### config.mk
export PLATFORM = sky130hd
export DESIGN_NAME = ring_fit_chi_square
export DESIGN_NICKNAME = d
export VERILOG_FILES = /design/src/rfcs_pkg.sv /design/src/ring_fit_chi_square.sv /design/src/rfcs_front.sv /design/src/rfcs_fifo.sv /design/src/rfcs_div.sv /design/src/rfcs_back.sv
export SDC_FILE = /design/constraint.sdc
export NUM_CORES = 2
export LEC_CHECK = 0
export BUFFER_PORTS_ARGS = -buffer_cell sky130_fd_sc_hd__buf_2
export CORE_MARGIN = 2
export CORE_UTILIZATION = 55
export DETAILED_ROUTE_END_ITERATION = 10
export PLACE_DENSITY = 0.8
export REMOVE_ABC_BUFFERS = 1
export SYNTH_ARGS = -nofsm -noshare
export SYNTH_HDL_FRONTEND = slang
export SYNTH_SLANG_ARGS = --single-unit
### constraint.sdc
create_clock -name clk -period 11.3 [get_ports clk]
set_input_delay 1.13 -clock clk [delete_from_list [all_inputs] [get_ports clk]]
set_output_delay 1.13 -clock clk [all_outputs]
set_load 0.03 [all_outputs]
### src/rfcs_pkg.sv
// Shared constants and types of the ring fit chi-square block.
package rfcs_pkg;

  localparam int MAX_HITS   = 255;
  localparam int CNT_W      = $clog2(MAX_HITS + 1);
  localparam int COORD_W    = 16;
  localparam int DIFF_W     = COORD_W + 1;
  localparam int ABS_W      = COORD_W;
  localparam int SQSUM_W    = 2 * ABS_W + 2;
  localparam int ROOT_W     = SQSUM_W / 2;
  localparam int REM_W      = ROOT_W + 4;
  localparam int ITER_W     = $clog2(ROOT_W);
  localparam int SQ_W       = 2 * ROOT_W;
  localparam int SUM_W      = 48;
  localparam int DIV_STEP_W = $clog2(SUM_W);
  localparam int FIFO_DEPTH = 4;
  localparam int FIFO_AW    = $clog2(FIFO_DEPTH);
  localparam int MIN_HITS   = 4;
  localparam int DOF_LOSS   = 3;
  localparam int IN_DATA_W  = 5 * COORD_W;

  // one hit as seen by the back end
  typedef struct packed {
    logic [ABS_W-1:0]   ax;
    logic [ABS_W-1:0]   ay;
    logic [COORD_W-1:0] radius;
    logic               last;
  } hit_t;

  typedef struct packed {
    logic             start;
    logic [SUM_W-1:0] dividend;
    logic [CNT_W-1:0] divisor;
  } div_req_t;

  typedef struct packed {
    logic             done;
    logic [SUM_W-1:0] quotient;
  } div_rsp_t;

endpackage

### src/ring_fit_chi_square.sv
// Top level of the ring fit chi-square block.
//
// Hits of one fitted ring arrive one beat at a time; the beat with tlast
// closes the ring and yields one result beat. The back end squares the
// differences and adds them, then the square root unit resolves one of 17
// root bits per cycle, then the residual is squared and added to the sum;
// it takes the next hit only once it is through with the last one. The
// closing hit of a ring with at least four hits then runs the bit-serial
// divider. A four-entry queue and a register stage in front let up to five
// hits be taken while the back end is busy or a result beat is waiting.
// out_tuser is 0 for rings with fewer than four hits, and chi_square is 0.
module ring_fit_chi_square (
  input  logic        clk,
  input  logic        rst_n,
  input  logic        in_tvalid,
  output logic        in_tready,
  // hit_x[15:0], hit_y[31:16], center_x[47:32], center_y[63:48],
  // ring_radius[79:64]
  input  logic [79:0] in_tdata,
  input  logic        in_tlast,   // last_hit
  output logic        out_tvalid,
  input  logic        out_tready,
  // chi_square[47:0]
  output logic [47:0] out_tdata,
  // fit_valid[0]
  output logic        out_tuser
);

  logic           push;
  logic           push_ready;
  rfcs_pkg::hit_t push_data;
  logic           pop;
  logic           pop_valid;
  rfcs_pkg::hit_t pop_data;

  rfcs_front u_front (
    .clk        (clk),
    .rst_n      (rst_n),
    .in_tvalid  (in_tvalid),
    .in_tready  (in_tready),
    .in_tdata   (in_tdata),
    .in_tlast   (in_tlast),
    .push       (push),
    .push_data  (push_data),
    .push_ready (push_ready)
  );

  rfcs_fifo u_fifo (
    .clk      (clk),
    .rst_n    (rst_n),
    .wr_en    (push),
    .wr_data  (push_data),
    .wr_ready (push_ready),
    .rd_en    (pop),
    .rd_data  (pop_data),
    .rd_valid (pop_valid)
  );

  rfcs_back u_back (
    .clk        (clk),
    .rst_n      (rst_n),
    .hit_valid  (pop_valid),
    .hit        (pop_data),
    .hit_pop    (pop),
    .out_tvalid (out_tvalid),
    .out_tready (out_tready),
    .out_tdata  (out_tdata),
    .out_tuser  (out_tuser)
  );

endmodule

### src/rfcs_front.sv
// Front end: accepts hit beats and forms absolute coordinate differences.
module rfcs_front (
  input  logic                          clk,
  input  logic                          rst_n,
  input  logic                          in_tvalid,
  output logic                          in_tready,
  input  logic [rfcs_pkg::IN_DATA_W-1:0] in_tdata,
  input  logic                          in_tlast,
  output logic                          push,
  output rfcs_pkg::hit_t                push_data,
  input  logic                          push_ready
);

  logic signed [rfcs_pkg::DIFF_W-1:0] dx;
  logic signed [rfcs_pkg::DIFF_W-1:0] dy;
  logic signed [rfcs_pkg::DIFF_W-1:0] ndx;
  logic signed [rfcs_pkg::DIFF_W-1:0] ndy;
  logic                               vld_r;
  rfcs_pkg::hit_t                     hit_r;
  rfcs_pkg::hit_t                     hit_nxt;
  logic                               take;

  // center minus hit, sign-extended by one bit
  always_comb begin
    dx  = $signed({in_tdata[47], in_tdata[47:32]}) - $signed({in_tdata[15], in_tdata[15:0]});
    dy  = $signed({in_tdata[63], in_tdata[63:48]}) - $signed({in_tdata[31], in_tdata[31:16]});
    ndx = -dx;
    ndy = -dy;
    hit_nxt.ax     = dx[rfcs_pkg::DIFF_W-1] ? ndx[rfcs_pkg::ABS_W-1:0] : dx[rfcs_pkg::ABS_W-1:0];
    hit_nxt.ay     = dy[rfcs_pkg::DIFF_W-1] ? ndy[rfcs_pkg::ABS_W-1:0] : dy[rfcs_pkg::ABS_W-1:0];
    hit_nxt.radius = in_tdata[79:64];
    hit_nxt.last   = in_tlast;
  end

  assign push      = vld_r;
  assign push_data = hit_r;
  assign in_tready = !vld_r || push_ready;
  assign take      = in_tvalid && in_tready;

  // hold one classified hit until the queue takes it
  always_ff @(posedge clk) begin
    if (!rst_n) begin
      vld_r <= 1'b0;
    end else if (take) begin
      vld_r <= 1'b1;
    end else if (push_ready) begin
      vld_r <= 1'b0;
    end
  end

  always_ff @(posedge clk) begin
    if (take) begin
      hit_r <= hit_nxt;
    end
  end

endmodule

### src/rfcs_fifo.sv
// Short hit queue between the front end and the back end.
module rfcs_fifo (
  input  logic           clk,
  input  logic           rst_n,
  input  logic           wr_en,
  input  rfcs_pkg::hit_t wr_data,
  output logic           wr_ready,
  input  logic           rd_en,
  output rfcs_pkg::hit_t rd_data,
  output logic           rd_valid
);

  rfcs_pkg::hit_t                  mem_r [rfcs_pkg::FIFO_DEPTH];
  logic [rfcs_pkg::FIFO_AW-1:0]    wr_ptr_r;
  logic [rfcs_pkg::FIFO_AW-1:0]    rd_ptr_r;
  logic [rfcs_pkg::FIFO_AW:0]      cnt_r;
  logic                            do_wr;
  logic                            do_rd;

  assign wr_ready = (cnt_r != (rfcs_pkg::FIFO_AW + 1)'(rfcs_pkg::FIFO_DEPTH));
  assign rd_valid = (cnt_r != '0);
  assign rd_data  = mem_r[rd_ptr_r];
  assign do_wr    = wr_en && wr_ready;
  assign do_rd    = rd_en && rd_valid;

  // advance pointers and occupancy
  always_ff @(posedge clk) begin
    if (!rst_n) begin
      wr_ptr_r <= '0;
      rd_ptr_r <= '0;
      cnt_r    <= '0;
    end else begin
      if (do_wr) begin
        wr_ptr_r <= wr_ptr_r + 1'b1;
      end
      if (do_rd) begin
        rd_ptr_r <= rd_ptr_r + 1'b1;
      end
      if (do_wr && !do_rd) begin
        cnt_r <= cnt_r + 1'b1;
      end else if (do_rd && !do_wr) begin
        cnt_r <= cnt_r - 1'b1;
      end
    end
  end

  always_ff @(posedge clk) begin
    if (do_wr) begin
      mem_r[wr_ptr_r] <= wr_data;
    end
  end

endmodule

### src/rfcs_div.sv
// Restoring divider, one quotient bit per cycle.
module rfcs_div (
  input  logic               clk,
  input  logic               rst_n,
  input  rfcs_pkg::div_req_t req,
  output rfcs_pkg::div_rsp_t rsp
);

  logic                               busy_r;
  logic                               done_r;
  logic [rfcs_pkg::DIV_STEP_W-1:0]    step_r;
  logic [rfcs_pkg::SUM_W-1:0]         quo_r;
  logic [rfcs_pkg::CNT_W-1:0]         rem_r;
  logic [rfcs_pkg::CNT_W-1:0]         dsr_r;
  logic [rfcs_pkg::CNT_W:0]           shifted;
  logic [rfcs_pkg::CNT_W:0]           diff;
  logic                               ge;

  // shift in the next dividend bit and trial-subtract
  always_comb begin
    shifted = {rem_r, quo_r[rfcs_pkg::SUM_W-1]};
    diff    = shifted - {1'b0, dsr_r};
    ge      = (shifted >= {1'b0, dsr_r});
  end

  assign rsp.done     = done_r;
  assign rsp.quotient = quo_r;

  always_ff @(posedge clk) begin
    if (!rst_n) begin
      busy_r <= 1'b0;
      done_r <= 1'b0;
      step_r <= '0;
    end else begin
      done_r <= 1'b0;
      if (req.start) begin
        busy_r <= 1'b1;
        step_r <= '0;
      end else if (busy_r) begin
        step_r <= step_r + 1'b1;
        if (step_r == rfcs_pkg::DIV_STEP_W'(rfcs_pkg::SUM_W - 1)) begin
          busy_r <= 1'b0;
          done_r <= 1'b1;
        end
      end
    end
  end

  always_ff @(posedge clk) begin
    if (req.start) begin
      quo_r <= req.dividend;
      rem_r <= '0;
      dsr_r <= req.divisor;
    end else if (busy_r) begin
      quo_r <= {quo_r[rfcs_pkg::SUM_W-2:0], ge};
      rem_r <= ge ? diff[rfcs_pkg::CNT_W-1:0] : shifted[rfcs_pkg::CNT_W-1:0];
    end
  end

endmodule

### src/rfcs_back.sv
// Back end: distance root, squared residual, ring sum and result.
module rfcs_back (
  input  logic                          clk,
  input  logic                          rst_n,
  input  logic                          hit_valid,
  input  rfcs_pkg::hit_t                hit,
  output logic                          hit_pop,
  output logic                          out_tvalid,
  input  logic                          out_tready,
  output logic [rfcs_pkg::SUM_W-1:0]    out_tdata,
  output logic                          out_tuser
);

  localparam logic [2:0] S_IDLE = 3'd0;
  localparam logic [2:0] S_SQ   = 3'd1;
  localparam logic [2:0] S_ADD  = 3'd2;
  localparam logic [2:0] S_ROOT = 3'd3;
  localparam logic [2:0] S_RES  = 3'd4;
  localparam logic [2:0] S_ACC  = 3'd5;
  localparam logic [2:0] S_DIV  = 3'd6;
  localparam logic [2:0] S_OUT  = 3'd7;

  logic [2:0]                       state_r;
  logic [2:0]                       state_nxt;
  rfcs_pkg::hit_t                   hit_r;
  logic [2*rfcs_pkg::ABS_W-1:0]     sx_r;
  logic [2*rfcs_pkg::ABS_W-1:0]     sy_r;
  logic [rfcs_pkg::SQSUM_W-1:0]     v_r;
  logic [rfcs_pkg::REM_W-1:0]       rem_r;
  logic [rfcs_pkg::ROOT_W-1:0]      root_r;
  logic [rfcs_pkg::ITER_W-1:0]      iter_r;
  logic [rfcs_pkg::SQ_W-1:0]        sq_r;
  logic [rfcs_pkg::SUM_W-1:0]       sum_r;
  logic [rfcs_pkg::CNT_W-1:0]       cnt_r;
  logic [rfcs_pkg::SUM_W-1:0]       out_data_r;
  logic                             out_user_r;
  logic [rfcs_pkg::REM_W-1:0]       rem_sh;
  logic [rfcs_pkg::REM_W-1:0]       trial;
  logic                             fits;
  logic [rfcs_pkg::ROOT_W-1:0]      rad_ext;
  logic [rfcs_pkg::ROOT_W-1:0]      ad;
  logic [rfcs_pkg::SUM_W:0]         sum_wide;
  logic [rfcs_pkg::SUM_W-1:0]       sum_new;
  logic [rfcs_pkg::CNT_W-1:0]       cnt_new;
  logic                             enough;
  rfcs_pkg::div_req_t               div_req;
  rfcs_pkg::div_rsp_t               div_rsp;

  rfcs_div u_div (
    .clk   (clk),
    .rst_n (rst_n),
    .req   (div_req),
    .rsp   (div_rsp)
  );

  // one root digit: bring down two bits and trial-subtract
  always_comb begin
    rem_sh = {rem_r[rfcs_pkg::REM_W-3:0], v_r[rfcs_pkg::SQSUM_W-1 -: 2]};
    trial  = {2'b00, root_r, 2'b01};
    fits   = (rem_sh >= trial);
  end

  // residual magnitude and saturating ring sum
  always_comb begin
    rad_ext  = {1'b0, hit_r.radius};
    ad       = (root_r >= rad_ext) ? (root_r - rad_ext) : (rad_ext - root_r);
    sum_wide = {1'b0, sum_r} + (rfcs_pkg::SUM_W + 1)'(sq_r);
    sum_new  = sum_wide[rfcs_pkg::SUM_W] ? '1 : sum_wide[rfcs_pkg::SUM_W-1:0];
    cnt_new  = (cnt_r < rfcs_pkg::CNT_W'(rfcs_pkg::MAX_HITS)) ? cnt_r + 1'b1 : cnt_r;
    enough   = (cnt_new >= rfcs_pkg::CNT_W'(rfcs_pkg::MIN_HITS));
  end

  always_comb begin
    div_req.start    = (state_r == S_ACC) && hit_r.last && enough;
    div_req.dividend = sum_new;
    div_req.divisor  = cnt_new - rfcs_pkg::CNT_W'(rfcs_pkg::DOF_LOSS);
  end

  assign hit_pop    = (state_r == S_IDLE) && hit_valid;
  assign out_tvalid = (state_r == S_OUT);
  assign out_tdata  = out_data_r;
  assign out_tuser  = out_user_r;

  // sequence one hit through the shared units
  always_comb begin
    state_nxt = state_r;
    unique case (state_r)
      S_IDLE: if (hit_valid) state_nxt = S_SQ;
      S_SQ:   state_nxt = S_ADD;
      S_ADD:  state_nxt = S_ROOT;
      S_ROOT: if (iter_r == rfcs_pkg::ITER_W'(rfcs_pkg::ROOT_W - 1)) state_nxt = S_RES;
      S_RES:  state_nxt = S_ACC;
      S_ACC: begin
        if (!hit_r.last) begin
          state_nxt = S_IDLE;
        end else if (enough) begin
          state_nxt = S_DIV;
        end else begin
          state_nxt = S_OUT;
        end
      end
      S_DIV:  if (div_rsp.done) state_nxt = S_OUT;
      S_OUT:  if (out_tready) state_nxt = S_IDLE;
      default: state_nxt = S_IDLE;
    endcase
  end

  always_ff @(posedge clk) begin
    if (!rst_n) begin
      state_r <= S_IDLE;
      sum_r   <= '0;
      cnt_r   <= '0;
    end else begin
      state_r <= state_nxt;
      if (state_r == S_ACC) begin
        if (hit_r.last) begin
          sum_r <= '0;
          cnt_r <= '0;
        end else begin
          sum_r <= sum_new;
          cnt_r <= cnt_new;
        end
      end
    end
  end

  // datapath registers
  always_ff @(posedge clk) begin
    if (hit_pop) begin
      hit_r <= hit;
    end
    if (state_r == S_SQ) begin
      sx_r <= hit_r.ax * hit_r.ax;
      sy_r <= hit_r.ay * hit_r.ay;
    end
    if (state_r == S_ADD) begin
      v_r    <= rfcs_pkg::SQSUM_W'(sx_r) + rfcs_pkg::SQSUM_W'(sy_r);
      rem_r  <= '0;
      root_r <= '0;
      iter_r <= '0;
    end
    if (state_r == S_ROOT) begin
      v_r    <= {v_r[rfcs_pkg::SQSUM_W-3:0], 2'b00};
      rem_r  <= fits ? (rem_sh - trial) : rem_sh;
      root_r <= {root_r[rfcs_pkg::ROOT_W-2:0], fits};
      iter_r <= iter_r + 1'b1;
    end
    if (state_r == S_RES) begin
      sq_r <= ad * ad;
    end
    if ((state_r == S_ACC) && hit_r.last && !enough) begin
      out_data_r <= '0;
      out_user_r <= 1'b0;
    end
    if ((state_r == S_DIV) && div_rsp.done) begin
      out_data_r <= div_rsp.quotient;
      out_user_r <= 1'b1;
    end
  end

endmodule

# After elaboration in Yosys (flattened, before gate mapping)
# Memories as Yosys holds them, arrays and structs flattened. A register that Yosys moved wholly into a read port is not among the register bits.
# Cells that the tools add are included.
# Widths: inputs -> output; s select.
# word_totals
reg_bits	410
mem_bits_rw	196
output_inout_bits	51
wordCells	133
n_memories	1
# classes
addsub	18
multipliers	3
order_cmp	5
n_eq_ne	14
muxes	38
bitwise	2
reduce_logical	25
# memory_table
memory	depth	word_bits	rd	rd_ports_with_merged_regs	write_ports	line	source
u_fifo.mem_r	4	49	1	1	1	rfcs_fifo.sv:13	rfcs_pkg::hit_t mem_r [rfcs_pkg::FIFO_DEPTH];
# ops
cell	count
$mux 48	6
$mux 34	2
$mul 16x16->32	2
$mux 19	3
$mux 17	3
$add 48x34->49	1
$mul 17x17->34	1
$sub 16x16->17	2
$add 32x32->33	1
$mux 16	2
$neg 16->16	2
$mux 8	3
$pmux 3 s8	1
$ge 21x19->1	1
$mux 3	7
$sub 19x19->19	1
$ge 17x16->1	1
$sub 16x17->17	1
$sub 17x16->17	1
$eq 3x3->1 const B	4
$logic_and 1x1->1	10
$mux 5	2
$reduce_bool 2->1	5
$ge 9x8->1	1
26 further kinds	42

# Depth between registers and ports, before layout
# logic_depth
depth_word	7
depth_mapped	38
ltp_nobuf	36

# Cells and area by module
# Synthesis repeated with hierarchy kept, for this count alone.
# unflattened
cells_unflattened	5079
area_unflattened_um2	54957.7
# modules_own_cells
mod	instances	cells_each	area_per_inst_um2
rfcs_back	1	4129	40084.7
rfcs_fifo	1	304	7566.0
rfcs_front	1	407	3985.1
rfcs_div	1	239	3321.9

# Worst setup path after synthesis
# OpenSTA, ideal clock, no wires.
# synth_timing
path_type	register to register
start	reg u_back.root_r[5] in the netlist's numbering
end	reg u_back.sq_r[32] in the netlist's numbering (data pin)
t_arrival_ps	8229
path_slack_ps	2806
path_stages_with_launch	35
synth_period_minus_slack_ps	8494
cell_sequence	edfxtp_1 > inv_1 > ha_1 > buf_6 > and2_4 > a221o_1 > o21ai_2 > a21o_4 > nand3_2 > mux2i_1 > o311a_1 > a21oi_1 > clkbuf_1 > nor4_1 > fa_1 > inv_1 > fa_1 > fa_1 > inv_1 > fa_1 > fa_1 > inv_1 > fa_1 > inv_1 > ha_1 > and4_1 > nand2_1 > o21ai_0 > a211oi_1 > o21a_1 > o311a_1 > nor3_1 > a21oi_1 > o21ai_0 > xor2_1
# synth_between
elab_chain_len	3
elab_cells_between_ends	5
classes_between	add/sub: 2; mul: 1; order compare: 1; mux: 1
# synth_lines
item	line	source
start: declaration	rfcs_back.sv:30	logic [rfcs_pkg::ROOT_W-1:0] root_r;
start signal: assignment	rfcs_back.sv:145	root_r <= {root_r[rfcs_pkg::ROOT_W-2:0], fits};
$sub 16x17->17, or another cell as far along	rfcs_back.sv:66	ad = (root_r >= rad_ext) ? (root_r - rad_ext) : (rad_ext - root_r);
$mux 17 *	rfcs_back.sv:66	
$mul 17x17->34 *	rfcs_back.sv:149	sq_r <= ad * ad;
end signal: assignment	rfcs_back.sv:149	
end: declaration	rfcs_back.sv:32	logic [rfcs_pkg::SQ_W-1:0] sq_r;
# Every way passes the cells marked *; elsewhere a longest branch is shown, timed or not.
# A chain may end at the register's enable or synchronous reset.

# Worst setup path after layout
# layout_timing
start	reg u_back.root_r[10] in the netlist's numbering
end	reg u_back.sq_r[32] in the netlist's numbering (data pin)
# The elaborated chain is that of the path after synthesis.

==> run metrics <==
outcome=complete, no violations; minimum clock period=10.14 ns; dominant synthesized flop cell=edfxtp_1; drt pass-1 iters=6; Area growth syn-to-layout=7.70%; # port buffers=135; Syn Inst Count=5053; Max clock buf depth=3; Setup TNS Final=0 ns; vias in the first global route=37300; H-tree depth=3; Placed Area=55900 µm²; crit path from=u_back.root_r[10]$_SDFFCE_PN0P_; required time of the critical path=11.66 ns; Detail Placement HPWL=83900 µm; total of max-cap violations=0; R2R Path End=u_back.sq_r[32]$_DFFE_PP_; Post-CTS Hold Buffers=0; Slew @ Worst Pin=1.33 ns; dpl cells=6346; I/O pin total=136; arrival time worst endpoint=between 10 and 15 ns; final instance area=58200 µm²; Hold WC Path Type=flip-flop to flip-flop; Critical-path top delay cell=a211oi_2; Relative slew margins=0.114; # clock sinks=652; Post-Syn Area=54000 µm²; pin count of the biggest net entering global routing=81; Setup crit start kind=flip-flop; Total Nets Final=6224; Clock Latency Late Sink=0.62 ns; final slew viol count=0; Vert. Die Dim=317 µm; global-route wire length before repair=184000 µm; Setup Crit Path Kind=flip-flop to flip-flop; final hold violation count=0; worst r2r src=u_back.root_r[10]$_SDFFCE_PN0P_; fin crit share=0.898; wire per inst=around 17 µm; core area=97000 µm²; setup repair bufs after CTS=0; final wirelength=around 110000 µm; Final Skew=around 0.030 ns; Worst Setup EP=u_back.sq_r[32]$_DFFE_PP_; CTS resizes=0; cell repeated most along the worst path=fa_1; gr usage total=0.225; synth top area cells=edfxtp_1 31%, fa_1 19%, ha_1 11%, inv_1 6.1%, dfxtp_1 3.2%; CTS tree=done; Synthesis Warnings=0; Synth Area per Inst=between 10 and 15 µm²; most frequent cells after synthesis=871 x inv_1, 566 x edfxtp_1, 524 x fa_1; ys async rst share=0; count of cell types in the netlist=96; share of cells above drive strength 1=0.0780; R2R cell count=33; Rows=114; Synth area leader=edfxtp_1; Synth Register Bits=652; vias=36100; Detail Route Antenna Nets=0; critical path capture point type=flip-flop; Max stage delay on crit path=0.81 ns; initial antenna violation count=2; drt drc=0; fmax=98.6 MHz; clk root buf=clkbuf_16; Seq/Total Area, Yosys=0.347; DR iter-0 viols=2525; RSZ-0062 raised after global routing=false; die area=101000 µm²; non-filler cells, final=roughly 6500; CP Max Fanout=16; Post-synth EDFFs=566; Chip Width=~320 µm; most frequent cell after synthesis=inv_1; global route overflow=0; cts bufs inserted=69; clk slew on worst S/H paths=0.06 ns; reg-to-reg setup timing slack=~1.2 ns; initial core utilization=0.557; Setup Viol. Count Final=0; Via density=5.57; # diodes=0; Routability Congestion=0.910; post-synth top area share=0.315
[cell usage in the layout (no fill, tap or decap), types with 77 or more instances in the layout]
cell type and count:
inv_1 871, edfxtp_1 566, fa_1 524, ha_1 474, nand2_1 363, nor2_1 336, a21oi_1 224, xnor2_1 183
o21ai_0 177, and2_1 168, buf_2 135, a21o_1 89, dfxtp_1 84, xor2_1 77
[cells by family (layout without fill, tap and decap cells)]
| logic type | after synthesis | in the layout | share of synthesized area |
|---|---|---|---|
| xor+xnor | 265 | 265 | 0.0438 |
| compound gates | 791 | 791 | 0.0953 |
| mux | 89 | 89 | 0.0279 |
| flops | 652 | 652 | 0.347 |
| simple gates | 1233 | 1233 | 0.110 |
| fa+ha+maj | 998 | 998 | 0.304 |
| buf+inv | 1025 | 1165 | 0.0726 |
[metal layers]
metal / part of all wire / GRT usage / wire, µm
met5: 0.000091 / 0 / 10
met2: 0.49 / 0.386 / 53700
met4: 0.021 / 0.0570 / 2340
met1: 0.44 / 0.303 / 48000
met3: 0.055 / 0.0295 / 6020
[area by class of cell]
type,count,area (µm²)
fillers,7789,38800
multi-input cells,3376,31400
flip-flops and latches,652,18700
inverters,875,3280
clock buffers,86,1830
well taps,1276,1600
repair buffers,167,916
clock inverters,37,377
[worst min path at each step]
stage / depth (start not counted) / from / endpoint / slack (ns)
after CTS: 2 / u_back.sum_r[0]$_SDFFE_PN0N_ / u_back.sum_r[0]$_SDFFE_PN0N_ / 0.45
after floorplan: 2 / u_back.sum_r[0]$_SDFFE_PN0N_ / u_back.sum_r[0]$_SDFFE_PN0N_ / 0.42
after global placement: 2 / u_back.sum_r[0]$_SDFFE_PN0N_ / u_back.sum_r[0]$_SDFFE_PN0N_ / 0.43
after global routing: 1 / u_back.out_tuser$_SDFFE_PP1P_ / u_back.out_tuser$_SDFFE_PP1P_ / 0.47
after detailed placement: 1 / u_back.out_tuser$_SDFFE_PP1P_ / u_back.out_tuser$_SDFFE_PP1P_ / 0.44
final: 1 / u_back.out_tuser$_SDFFE_PP1P_ / u_back.out_tuser$_SDFFE_PP1P_ / 0.45
[registers in the layout, summed over array words and instances (netlist names), 33 cells and up]
signal,flops
u_back.hit_r,49
u_back.sq_r,33
u_back.v_r,34
u_fifo.mem_r,196
u_back.out_tdata,48
u_back.u_div.quo_r,48
u_back.sum_r,48
u_front.push_data,49
[per-stage QoR]
stage	setup slack [ns]	hold WS, ns	util
floorplan	2.51	0.422	-
global placement	1.69	0.429	0.577
detailed placement	1.35	0.436	0.577
CTS	1.31	0.446	0.600
global route	0.466	0.471	0.600
finish	1.16	0.448	0.600
[worst max-delay path: cells and delay by family (launching register included)]
family	cells	cell delay, ns
adders and majority gates	8	3.80
AOI/OAI and AO/OA	11	3.16
and+or+nand+nor	7	1.60
muxes	1	0.50
DFF	1	0.41
buffers and inverters	5	0.34
xor gates and xnor gates	1	0.09
Power is left out: the tool's default activity adds up to more than one toggle a clock period on the data nets, which glitch-free logic cannot reach.
